[src/assert_macros.svh]
// Assertion macros for the ramp generator controller.
`ifndef ASSERT_MACROS_SVH
`define ASSERT_MACROS_SVH
`ifndef NO_ASSERTIONS
// Checked property with active-low reset masking.
`define SRG_ASSERT(lbl, clk, rstn, prop) \
    lbl: assert property (@(posedge clk) disable iff (!rstn) prop) \
    else $error("srg assertion failed");
// Checked property that also holds during reset.
`define SRG_ASSERT_ALWAYS(lbl, clk, prop) \
    lbl: assert property (@(posedge clk) prop) \
    else $error("srg assertion failed");
`else
`define SRG_ASSERT(lbl, clk, rstn, prop)
`define SRG_ASSERT_ALWAYS(lbl, clk, prop)
`endif
`endif

[src/srg_pkg.sv]
package srg_pkg;

    // Field and register widths.
    localparam int TF_W    = 27;
    localparam int SPR_W   = 16;
    localparam int IP_W    = 16;
    localparam int RPM_W   = 20;
    localparam int STEP_W  = 24;
    localparam int NUM_W   = 41;
    localparam int DEN_W   = 36;
    localparam int MOTOR_W = 2;
    localparam int PER_W   = 16;

    // Configuration reset values.
    localparam logic [TF_W-1:0]  TF_RST  = 27'd2048780;
    localparam logic [SPR_W-1:0] SPR_RST = 16'd3200;
    localparam logic [IP_W-1:0]  IP_RST  = 16'd25000;

    // Period limits in whole timer counts.
    localparam logic [IP_W-1:0] NEAR_CNT = 16'd100;
    localparam logic [IP_W-1:0] MIN_CNT  = 16'd11;
    localparam logic [IP_W-1:0] MAX_CNT  = 16'd65535;

    localparam logic [STEP_W-1:0] STEP_MAX = {STEP_W{1'b1}};

    // Command codes.
    localparam logic [1:0] CMD_TICK    = 2'd0;
    localparam logic [1:0] CMD_SET     = 2'd1;
    localparam logic [1:0] CMD_ENABLE  = 2'd2;
    localparam logic [1:0] CMD_DISABLE = 2'd3;

    // Register indexes.
    localparam logic [1:0] REG_TF   = 2'd0;
    localparam logic [1:0] REG_SPR  = 2'd1;
    localparam logic [1:0] REG_INIT = 2'd2;

    typedef struct packed {
        logic [1:0]              cmd;
        logic [MOTOR_W-1:0]      motor;
        logic signed [RPM_W-1:0] rpm;
    } t_in;

    typedef struct packed {
        logic [MOTOR_W-1:0] motor_out;
        logic               timer_run;
        logic [PER_W-1:0]   period;
        logic               dir_level;
        logic               drivers_on;
    } t_out;

    // Commands from the controller to the datapath.
    typedef struct packed {
        logic load;
        logic prep;
        logic div_step;
        logic commit;
    } t_ctl;

    // Status from the datapath to the controller.
    typedef struct packed {
        logic need_div;
        logic out_free;
    } t_sts;

endpackage

[src/srg_datapath.sv]
module srg_datapath import srg_pkg::*; #(
    parameter int MOTOR_COUNT = 3,
    parameter int FRAC_BITS   = 16
) (
    input  logic             i_clk,
    input  logic             i_rst_n,
    input  t_in              i_in_data,
    input  logic             i_out_stall,
    input  logic [TF_W-1:0]  i_timer_freq,
    input  logic [SPR_W-1:0] i_steps_per_rev,
    input  logic [IP_W-1:0]  i_init_period,
    input  t_ctl             i_ctl,
    output t_sts             o_sts,
    output logic             o_out_valid,
    output t_out             o_out_data
);

    localparam int PW  = STEP_W + FRAC_BITS;
    localparam int DVW = NUM_W + FRAC_BITS;
    localparam int RW  = DEN_W + 1;
    localparam int MIW = (MOTOR_COUNT > 1) ? $clog2(MOTOR_COUNT) : 1;

    // Work modes chosen when an item is prepared.
    localparam logic [2:0] M_NOP  = 3'd0;
    localparam logic [2:0] M_KEEP = 3'd1;
    localparam logic [2:0] M_ACC  = 3'd2;
    localparam logic [2:0] M_DEC  = 3'd3;
    localparam logic [2:0] M_SET  = 3'd4;
    localparam logic [2:0] M_SETZ = 3'd5;
    localparam logic [2:0] M_EN   = 3'd6;
    localparam logic [2:0] M_DIS  = 3'd7;

    // Per-motor state.
    logic [PW-1:0]     r_cur  [MOTOR_COUNT];
    logic [PW-1:0]     r_tgt  [MOTOR_COUNT];
    logic [STEP_W-1:0] r_step [MOTOR_COUNT];
    logic [MOTOR_COUNT-1:0] r_cdir, r_wdir, r_stop, r_run;
    logic r_en;

    // Item and work registers.
    t_in               r_in;
    logic [2:0]        r_mode;
    logic [PW-1:0]     r_c;
    logic [STEP_W-1:0] r_s;
    logic              r_run_w;
    logic              r_dir_w;
    logic [DEN_W-1:0]  r_den;
    logic [RW-1:0]     r_rem;
    logic [DVW-1:0]    r_quo;
    logic              r_out_valid;
    t_out              r_out;

    logic           m_ok;
    logic [MIW-1:0] idx;
    logic [PW-1:0]  init_fx, near_fx, min_fx, max_fx;

    assign m_ok    = (int'(r_in.motor) < MOTOR_COUNT);
    assign idx     = MIW'(r_in.motor);
    assign init_fx = PW'(i_init_period) << FRAC_BITS;
    assign near_fx = PW'(NEAR_CNT) << FRAC_BITS;
    assign min_fx  = PW'(MIN_CNT) << FRAC_BITS;
    assign max_fx  = PW'(MAX_CNT) << FRAC_BITS;

    // Preparation: choose the mode and load the divider operands.
    logic [2:0]        p_mode;
    logic [PW-1:0]     p_c, p_c0, p_c1;
    logic [STEP_W-1:0] p_s, p_s0, p_s1, p_s2;
    logic              p_run, p_dir;
    logic [DEN_W-1:0]  p_den;
    logic [DVW-1:0]    p_dvd;
    logic [RPM_W-1:0]  p_mag;
    logic [NUM_W-1:0]  p_num;

    always_comb begin
        p_mode = M_NOP;
        p_c0   = r_cur[idx];
        p_s0   = r_step[idx];
        p_run  = r_run[idx];
        p_dir  = r_cdir[idx];
        p_c1   = p_c0;
        p_s1   = p_s0;
        p_s2   = p_s0;
        p_c    = p_c0;
        p_s    = p_s0;
        p_den  = '0;
        p_dvd  = '0;
        p_mag  = '0;
        p_num  = (NUM_W'(i_timer_freq) << 14) - (NUM_W'(i_timer_freq) << 10);
        case (r_in.cmd)
            CMD_TICK: begin
                if (m_ok) begin
                    if (r_stop[idx] &&
                        ({1'b0, p_c0} + {1'b0, near_fx}) >= {1'b0, init_fx}) begin
                        p_run = 1'b0;
                        p_c0  = init_fx;
                        p_s0  = '0;
                    end
                    p_c1 = p_c0;
                    p_s1 = p_s0;
                    if (r_wdir[idx] == r_cdir[idx]) begin
                        if (p_c0 >= init_fx) begin
                            p_c1 = init_fx;
                            p_s1 = '0;
                        end
                        p_s2 = (p_s1 == STEP_MAX) ? p_s1 : p_s1 + 1'b1;
                        if (r_tgt[idx] >= init_fx &&
                            ({1'b0, p_c1} + {1'b0, near_fx}) >= {1'b0, init_fx}) begin
                            p_mode = M_KEEP;
                            p_c    = r_tgt[idx];
                            p_s    = '0;
                        end else if (p_c1 > r_tgt[idx]) begin
                            p_mode = M_ACC;
                            p_c    = p_c1;
                            p_s    = p_s2;
                            p_den  = DEN_W'({p_s2, 2'b01});
                        end else if (p_s1 != '0) begin
                            p_mode = M_DEC;
                            p_c    = p_c1;
                            p_s    = p_s1 - 1'b1;
                            p_den  = DEN_W'({p_s1, 2'b00}) - 1'b1;
                        end else begin
                            p_mode = M_KEEP;
                            p_c    = p_c1;
                            p_s    = p_s1;
                        end
                    end else begin
                        if (({1'b0, p_c0} + {1'b0, near_fx}) > {1'b0, init_fx}) begin
                            p_mode = M_KEEP;
                            p_dir  = r_wdir[idx];
                            p_c    = init_fx;
                            p_s    = '0;
                        end else if (p_s0 != '0) begin
                            p_mode = M_DEC;
                            p_c    = p_c0;
                            p_s    = p_s0 - 1'b1;
                            p_den  = DEN_W'({p_s0, 2'b00}) - 1'b1;
                        end else begin
                            p_mode = M_KEEP;
                            p_c    = p_c0;
                            p_s    = p_s0;
                        end
                    end
                    p_dvd = DVW'({p_c, 1'b0});
                end
            end
            CMD_SET: begin
                if (m_ok && r_en) begin
                    if (r_in.rpm == '0) begin
                        p_mode = M_SETZ;
                    end else begin
                        p_mode = M_SET;
                        p_dir  = r_in.rpm[RPM_W-1];
                        p_mag  = r_in.rpm[RPM_W-1] ? RPM_W'(-r_in.rpm) : RPM_W'(r_in.rpm);
                        p_den  = DEN_W'(i_steps_per_rev) * DEN_W'(p_mag);
                        p_dvd  = DVW'(p_num) << FRAC_BITS;
                    end
                end
            end
            CMD_ENABLE: begin
                p_mode = M_EN;
            end
            default: begin
                p_mode = M_DIS;
            end
        endcase
    end

    // One restoring divide step per cycle.
    logic [RW-1:0] d_sh, d_diff;
    assign d_sh   = {r_rem[RW-2:0], r_quo[DVW-1]};
    assign d_diff = d_sh - {1'b0, r_den};

    // Final values of the addressed motor.
    logic [PW:0]    f_sum;
    logic [PW:0]    f_c;
    logic [STEP_W-1:0] f_s;
    logic           f_run;
    logic [PW-1:0]  f_tgt;
    logic           f_tick;

    always_comb begin
        f_tick = (r_mode == M_KEEP) || (r_mode == M_ACC) || (r_mode == M_DEC);
        case (r_mode)
            M_ACC:   f_sum = {1'b0, r_c} - {1'b0, r_quo[PW-1:0]};
            M_DEC:   f_sum = {1'b0, r_c} + {1'b0, r_quo[PW-1:0]};
            default: f_sum = {1'b0, r_c};
        endcase
        f_c   = f_sum;
        f_s   = r_s;
        f_run = r_run_w;
        if (f_c < {1'b0, min_fx}) begin
            f_c = {1'b0, min_fx};
        end
        if (f_c > {1'b0, max_fx}) begin
            f_run = 1'b0;
            f_c   = {1'b0, init_fx};
            f_s   = '0;
        end
        f_tgt = (r_quo[DVW-1:PW] != '0) ? {PW{1'b1}} : r_quo[PW-1:0];
    end

    // Status of the addressed motor as reported.
    t_out n_out;
    always_comb begin
        n_out.motor_out  = r_in.motor;
        n_out.timer_run  = 1'b0;
        n_out.period     = '0;
        n_out.dir_level  = 1'b0;
        n_out.drivers_on = (r_mode == M_EN) ? 1'b1 : (r_mode == M_DIS) ? 1'b0 : r_en;
        if (m_ok) begin
            if (f_tick) begin
                n_out.timer_run = f_run;
                n_out.period    = f_c[FRAC_BITS +: PER_W];
                n_out.dir_level = ~r_dir_w;
            end else begin
                n_out.timer_run = (r_mode == M_SET) ? 1'b1 :
                                  (r_mode == M_DIS) ? 1'b0 : r_run[idx];
                n_out.period    = (r_mode == M_DIS) ? init_fx[FRAC_BITS +: PER_W] :
                                  r_cur[idx][FRAC_BITS +: PER_W];
                n_out.dir_level = ~r_cdir[idx];
            end
        end
    end

    // Item, work and divider registers.
    always_ff @(posedge i_clk) begin
        if (i_ctl.load) begin
            r_in <= i_in_data;
        end
        if (i_ctl.prep) begin
            r_mode  <= p_mode;
            r_c     <= p_c;
            r_s     <= p_s;
            r_run_w <= p_run;
            r_dir_w <= p_dir;
            r_den   <= p_den;
            r_rem   <= '0;
            r_quo   <= p_dvd;
        end else if (i_ctl.div_step) begin
            if (d_sh >= {1'b0, r_den}) begin
                r_rem <= d_diff;
                r_quo <= {r_quo[DVW-2:0], 1'b1};
            end else begin
                r_rem <= d_sh;
                r_quo <= {r_quo[DVW-2:0], 1'b0};
            end
        end
        if (i_ctl.commit) begin
            r_out <= n_out;
        end
    end

    // Motor state update at commit.
    always_ff @(posedge i_clk) begin
        if (!i_rst_n) begin
            for (int k = 0; k < MOTOR_COUNT; k++) begin
                r_cur[k]  <= PW'(IP_RST) << FRAC_BITS;
                r_tgt[k]  <= '0;
                r_step[k] <= '0;
            end
            r_cdir <= '1;
            r_wdir <= '1;
            r_stop <= '0;
            r_run  <= '0;
            r_en   <= 1'b0;
        end else if (i_ctl.commit) begin
            case (r_mode)
                M_KEEP, M_ACC, M_DEC: begin
                    r_cur[idx]  <= f_c[PW-1:0];
                    r_step[idx] <= f_s;
                    r_run[idx]  <= f_run;
                    r_cdir[idx] <= r_dir_w;
                end
                M_SET: begin
                    r_stop[idx] <= 1'b0;
                    r_wdir[idx] <= r_dir_w;
                    r_tgt[idx]  <= f_tgt;
                    r_run[idx]  <= 1'b1;
                end
                M_SETZ: begin
                    r_stop[idx] <= 1'b1;
                    r_tgt[idx]  <= init_fx;
                end
                M_EN: begin
                    r_en <= 1'b1;
                end
                M_DIS: begin
                    for (int k = 0; k < MOTOR_COUNT; k++) begin
                        r_cur[k]  <= init_fx;
                        r_step[k] <= '0;
                    end
                    r_run <= '0;
                    r_en  <= 1'b0;
                end
                default: begin
                end
            endcase
        end
    end

    // Output register; a held result frees when it is taken.
    always_ff @(posedge i_clk) begin
        if (!i_rst_n) begin
            r_out_valid <= 1'b0;
        end else if (i_ctl.commit) begin
            r_out_valid <= 1'b1;
        end else if (!i_out_stall) begin
            r_out_valid <= 1'b0;
        end
    end

    assign o_sts.need_div = (p_mode == M_ACC) || (p_mode == M_DEC) || (p_mode == M_SET);
    assign o_sts.out_free = !r_out_valid || !i_out_stall;
    assign o_out_valid    = r_out_valid;
    assign o_out_data     = r_out;

endmodule

[src/srg_ctrl.sv]
`include "assert_macros.svh"

module srg_ctrl import srg_pkg::*; #(
    parameter int FRAC_BITS = 16
) (
    input  logic i_clk,
    input  logic i_rst_n,
    input  logic i_in_valid,
    output logic o_in_stall,
    input  t_sts i_sts,
    output t_ctl o_ctl
);

    localparam int DVW = NUM_W + FRAC_BITS;
    localparam int CW  = $clog2(DVW);

    localparam logic [1:0] S_IDLE = 2'd0;
    localparam logic [1:0] S_PREP = 2'd1;
    localparam logic [1:0] S_DIV  = 2'd2;
    localparam logic [1:0] S_DONE = 2'd3;

    logic [1:0]    r_state, n_state;
    logic [CW-1:0] r_cnt, n_cnt;

    // Next state and divide step count.
    always_comb begin
        n_state = r_state;
        n_cnt   = r_cnt;
        case (r_state)
            S_IDLE: begin
                if (i_in_valid) begin
                    n_state = S_PREP;
                end
            end
            S_PREP: begin
                n_cnt   = '0;
                n_state = i_sts.need_div ? S_DIV : S_DONE;
            end
            S_DIV: begin
                n_cnt = r_cnt + 1'b1;
                if (r_cnt == CW'(DVW - 1)) begin
                    n_state = S_DONE;
                end
            end
            default: begin
                if (i_sts.out_free) begin
                    n_state = S_IDLE;
                end
            end
        endcase
    end

    always_ff @(posedge i_clk) begin
        if (!i_rst_n) begin
            r_state <= S_IDLE;
            r_cnt   <= '0;
        end else begin
            r_state <= n_state;
            r_cnt   <= n_cnt;
        end
    end

    // Commands to the datapath.
    assign o_in_stall      = (r_state != S_IDLE);
    assign o_ctl.load      = (r_state == S_IDLE) && i_in_valid;
    assign o_ctl.prep      = (r_state == S_PREP);
    assign o_ctl.div_step  = (r_state == S_DIV);
    assign o_ctl.commit    = (r_state == S_DONE) && i_sts.out_free;

    `SRG_ASSERT(a_accept_to_prep, i_clk, i_rst_n, (r_state == S_IDLE && i_in_valid) |=> (r_state == S_PREP))
    `SRG_ASSERT(a_div_length, i_clk, i_rst_n, (r_state == S_DIV && r_cnt == CW'(DVW - 1)) |=> (r_state == S_DONE))
    `SRG_ASSERT(a_hold_result, i_clk, i_rst_n, (r_state == S_DONE && !i_sts.out_free) |=> (r_state == S_DONE))

endmodule

[src/stepper_ramp_generator.sv]
// Tick and set items that divide go from transfer through the prepare, divide and done states
// to the output register; all other items skip the divide state.
// Throughput: one item at a time, set by the bit-serial divider (one quotient bit a cycle).
// A finished result waits in the output register while the next item is taken.
// Reset (synchronous, active low): registers to their defaults, periods to 25000 counts,
// drivers off, all timers stopped.
module stepper_ramp_generator import srg_pkg::*; #(
    parameter int MOTOR_COUNT = 3,
    parameter int FRAC_BITS   = 16
) (
    input  logic        i_clk,
    input  logic        i_rst_n,
    input  logic        i_in_valid,
    output logic        o_in_stall,
    input  t_in         i_in_data,
    output logic        o_out_valid,
    input  logic        i_out_stall,
    output t_out        o_out_data,
    input  logic        psel,
    input  logic        penable,
    input  logic        pwrite,
    input  logic [3:0]  paddr,
    input  logic [31:0] pwdata,
    output logic [31:0] prdata,
    output logic        pready
);

    logic [TF_W-1:0]  r_timer_freq;
    logic [SPR_W-1:0] r_steps_per_rev;
    logic [IP_W-1:0]  r_init_period;
    t_ctl ctl;
    t_sts sts;

    // Configuration register writes.
    always_ff @(posedge i_clk) begin
        if (!i_rst_n) begin
            r_timer_freq    <= TF_RST;
            r_steps_per_rev <= SPR_RST;
            r_init_period   <= IP_RST;
        end else if (psel && penable && pwrite) begin
            case (paddr[3:2])
                REG_TF:   r_timer_freq    <= pwdata[TF_W-1:0];
                REG_SPR:  r_steps_per_rev <= pwdata[SPR_W-1:0];
                REG_INIT: r_init_period   <= pwdata[IP_W-1:0];
                default: begin
                end
            endcase
        end
    end

    // Register readback.
    always_comb begin
        case (paddr[3:2])
            REG_TF:   prdata = 32'(r_timer_freq);
            REG_SPR:  prdata = 32'(r_steps_per_rev);
            REG_INIT: prdata = 32'(r_init_period);
            default:  prdata = '0;
        endcase
    end

    assign pready = 1'b1;

    srg_ctrl #(
        .FRAC_BITS (FRAC_BITS)
    ) u_ctrl (
        .i_clk      (i_clk),
        .i_rst_n    (i_rst_n),
        .i_in_valid (i_in_valid),
        .o_in_stall (o_in_stall),
        .i_sts      (sts),
        .o_ctl      (ctl)
    );

    srg_datapath #(
        .MOTOR_COUNT (MOTOR_COUNT),
        .FRAC_BITS   (FRAC_BITS)
    ) u_datapath (
        .i_clk           (i_clk),
        .i_rst_n         (i_rst_n),
        .i_in_data       (i_in_data),
        .i_out_stall     (i_out_stall),
        .i_timer_freq    (r_timer_freq),
        .i_steps_per_rev (r_steps_per_rev),
        .i_init_period   (r_init_period),
        .i_ctl           (ctl),
        .o_sts           (sts),
        .o_out_valid     (o_out_valid),
        .o_out_data      (o_out_data)
    );

endmodule

[config.mk]
export PLATFORM = sky130hd
export DESIGN_NAME = stepper_ramp_generator
export DESIGN_NICKNAME = d
export VERILOG_FILES = /design/src/srg_pkg.sv /design/src/srg_datapath.sv /design/src/srg_ctrl.sv /design/src/stepper_ramp_generator.sv
export VERILOG_INCLUDE_DIRS = /design/src /design/src/src
export SDC_FILE = /design/constraint.sdc
export NUM_CORES = 2
export LEC_CHECK = 0
export BUFFER_PORTS_ARGS = -buffer_cell sky130_fd_sc_hd__buf_4
export CORE_ASPECT_RATIO = 0.9
export CORE_MARGIN = 3
export CORE_UTILIZATION = 45
export DETAILED_ROUTE_END_ITERATION = 6
export PLACE_DENSITY = 0.6
export SYNTH_ARGS = -nofsm -noshare
export SYNTH_HDL_FRONTEND = slang
export SYNTH_SLANG_ARGS = --single-unit
[constraint.sdc]
create_clock -name i_clk -period 19.9 [get_ports i_clk]
set_input_delay 5.97 -clock i_clk [delete_from_list [all_inputs] [get_ports i_clk]]
set_output_delay 5.97 -clock i_clk [all_outputs]
set_load 0.01 [all_outputs]
==> impl_metrics.json <==
{
  "ys_async_sr_fraction_pct": 0,
  "rsz0062_at_grt": "false",
  "antenna_found_initial": 7,
  "grt_first_pass_wirelength_mm": 269,
  "finalMaxSlewViolations": 0,
  "clock_skew_ns": 0.0367,
  "powerDensity_nw_per_um2": 146,
  "synth_top_family_by_area": "simple AND/OR/NAND/NOR gates",
  "whs_ns": 0.459,
  "max_slew_margin_pct": 22.0,
  "synthSimpleGateAreaFrac_pct": 17.2,
  "grt_use_total_pct": 26.8,
  "cts_setup_buffers": 0,
  "synth_compound_area_share_pct": 13.4,
  "drt-pass1-iter-count": 6,
  "routed_wl_mm": 177,
  "num_vias": 44800,
  "path_max_fanout": 94,
  "ys_seq_area_share_pct": 37.2,
  "maxCapViolations": 0,
  "synthMuxAreaShare_pct": 6.21,
  "crit_type": "reg -> reg",
  "ctsHoldBuffers": 0,
  "highest_layer": "met5",
  "syn_to_final_growth_pct": 9.87,
  "grt.overflow.total": 0,
  "synth_edf_count": 623,
  "dieArea_um2": 130000,
  "fmax_ghz": 0.0745,
  "drtIter0Drc": 4862,
  "power.leakage_nw": 25.2,
  "grt_max_degree": 122,
  "tns_ns": 0,
  "crit_path_end_kind": "flop",
  "slowest_delay_ns": 0.75,
  "drc_errors": 0,
  "yosys_warnings": 0,
  "syn_avg_cell_area_um2": 9.77,
  "cts_max_path_buffers": 3,
  "io_buffers": 109,
  "ir_worst_vdd_v": 0.000243,
  "netlist_area_um2": 56700,
  "cp.required_ns": 20.30,
  "root_buffer": "clkbuf_16",
  "pin_count": 123,
  "synth.distinct_cells": 100,
  "rows": 122,
  "cp_slowest_cell": "mux4_2",
  "fin_crit_ns": 13.43,
  "drive_above_1_share_pct": 9.18,
  "critPathLaunchType": "flop",
  "clkTransAtPathRegs_ns": 0.06,
  "holdCritPathClass": "reg -> reg",
  "wl_per_cell_um": 23.3,
  "cts_resized": 0,
  "final_nets": 6513,
  "clk_latency_ns": 0.71,
  "wl_met3_mm": 17.7,
  "initial_core_util_pct": 45.7,
  "dp_hpwl_mm": 129,
  "die_h_um": 343,
  "clock_sinks": 742,
  "grt_pass1_vias": 42900,
  "fillers": 11500,
  "ys_ff_latch": 742,
  "postRouteAntennaNets": 0,
  "finalCritPeriodShare_pct": 67.5,
  "worst_slew_pin_slew_ns": 1.17,
  "core-area_um2": 124000,
  "m1WireLength_mm": 82.8,
  "chipWidth_um": 380,
  "routed_via_density": 5.90,
  "synth_xor_area_share_pct": 3.57,
  "syn_inst": 5801,
  "synthAdderAreaFrac_pct": 16.5,
  "setup_viol": 0,
  "arrival_ns": 13.83,
  "hold_violations": 0,
  "tritoncts": "yes",
  "h-tree-depth": 3,
  "cts_made_buffers": 84,
  "place_congestion": 0.964,
  "status": "finished, final reports clean",
  "ys.flop_type": "edfxtp_1",
  "route.met2.wl_mm": 72.5
}
flip-flops by register name, summed over array words and instances, names as in the netlist, 2 cells and up, named ones only:
register,flops
u_datapath.r_wdir,3
u_datapath.o_out_data,21
u_datapath.r_tgt,160
u_datapath.r_rem,36
u_datapath.idx,2
u_ctrl.r_state,2
r_init_period,16
u_datapath.r_cdir,3
u_datapath.r_den,36
u_ctrl.r_cnt,6
u_datapath.r_s,24
r_steps_per_rev,16
u_datapath.r_step,96
u_datapath.r_quo,57
u_datapath.r_in,22
u_datapath.r_c,40
u_datapath.r_run,3
u_datapath.r_cur,160
u_datapath.r_mode,3
r_timer_freq,27
per-layer routing:
metal	GRT usage, %	vias up
li1	-	20500
met1	41.5	22100
met2	38.1	1988
met3	5.35	215
met4	6.53	4
met5	0	-
cell usage after synthesis, drive strengths merged (14+ instances only):
cell	number	area share [%]
edfxtp	623	33
nand2	579	3.8
inv	555	3.7
nor2	449	3.0
ha	343	7.6
nor2b	324	3.6
o21ai	312	2.8
fa	252	8.9
clkbuf	246	1.6
a21oi	242	2.2
xnor2	136	2.1
nand3	124	1.1
dfxtp	119	4.2
a21o	118	1.6
mux4	104	4.1
and3	100	1.1
nor3	96	0.85
xor2	95	1.5
mux2i	86	1.5
and2	78	0.86
buf	58	0.61
nand4	58	0.65
o21a	49	0.65
or3	43	0.47
nand2b	42	0.46
o22ai	41	0.45
o31ai	34	0.45
a311oi	32	0.53
nor4	32	0.36
a31oi	31	0.34
o2bb2ai	31	0.48
a22o	30	0.46
a22oi	30	0.40
o211ai	29	0.38
mux2	28	0.56
a211oi	23	0.31
or2	16	0.18
o21bai	14	0.19
power breakdown:
| group | switching, mW | total [mW] | internal (mW) |
|---|---|---|---|
| Sequential | 0.240 | 2.24 | 2.00 |
| Clock | 0.667 | 1.58 | 0.913 |
| Combinational | 3.32 | 5.28 | 1.95 |
area by class of cell:
cell class                      count  area (um^2)  area share [%]
Inverter                          561         2110            3.38
Timing Repair Buffer              224         1690            2.72
Sequential cell                   742        21100            33.9
Antenna cell                        2         5.00         0.00803
Clock buffer                      108         2240            3.59
Clock inverter                     45          490           0.787
Multi-Input combinational cell   4238        32600            52.3
Tap cell                         1674         2090            3.36
per-stage QoR:
step / worst slack (ns) / utilization (%) / cells / total power [mW] / instance area (um^2)
global route: 5.70 / 50.3 / 7592 / 9.74 / 62300
detailed placement: 6.67 / 48.1 / 7439 / 7.44 / 59600
global placement: 6.72 / 48.1 / 7439 / 7.38 / 59600
finish: 6.47 / 50.3 / 7594 / 9.10 / 62300
CTS: 6.64 / 50.3 / 7592 / 9.05 / 62300
floorplan: 6.67 / - / 5845 / 5.89 / 56900
final timing paths:
check	end	slack, ns	cells past startpoint
max	u_datapath.r_c[26]	6.47	42
min	flop	0.46	2
max reg2reg	u_datapath.r_c[26]	6.47	42
min reg2reg	flop	0.46	2
cell usage in the layout (no fill, tap or decap), types with 29 or more instances in the layout:
cell	count
ha_1	340
a22oi_1	30
nor4_1	31
fa_1	252
clkbuf_16	85
and2_1	77
a31oi_1	31
o22ai_1	41
a22o_1	30
conb_1	46
o21a_1	48
nand4_1	57
o2bb2ai_1	31
xnor2_1	136
nor2b_1	323
nand3_1	123
buf_4	223
o31ai_1	34
a21oi_1	238
o211ai_1	29
nand2_1	574
mux2i_1	86
a311oi_1	31
dfxtp_1	117
mux4_2	104
o21ai_1	74
xor2_1	94
inv_1	553
nor3_1	92
nor2_1	443
o21ai_0	234
and3_1	98
or3_1	43
edfxtp_1	623
nand2b_1	41
a21o_1	117
critical path: cells and delay by family, from the launching register on:
kind	cells	cell delay [ns]
AOI/OAI and AO/OA	22	6.51
buffers and inverters	5	1.93
muxes	3	1.45
adders and majority gates	4	1.19
and+or+nand+nor	6	0.83
DFF	1	0.70
xor gates and xnor gates	2	0.33
cells by family after synthesis:
group | count (synthesis)
flip-flops | 742
multiplexers | 218
buffers and inverters | 865
XOR/XNOR | 231
AO/OA/AOI/OAI | 1159
other | 2
adder cells (fa/ha/maj) | 596
AND/OR/NAND/NOR | 1988
Note: power is estimated with default switching activity, not from simulation.
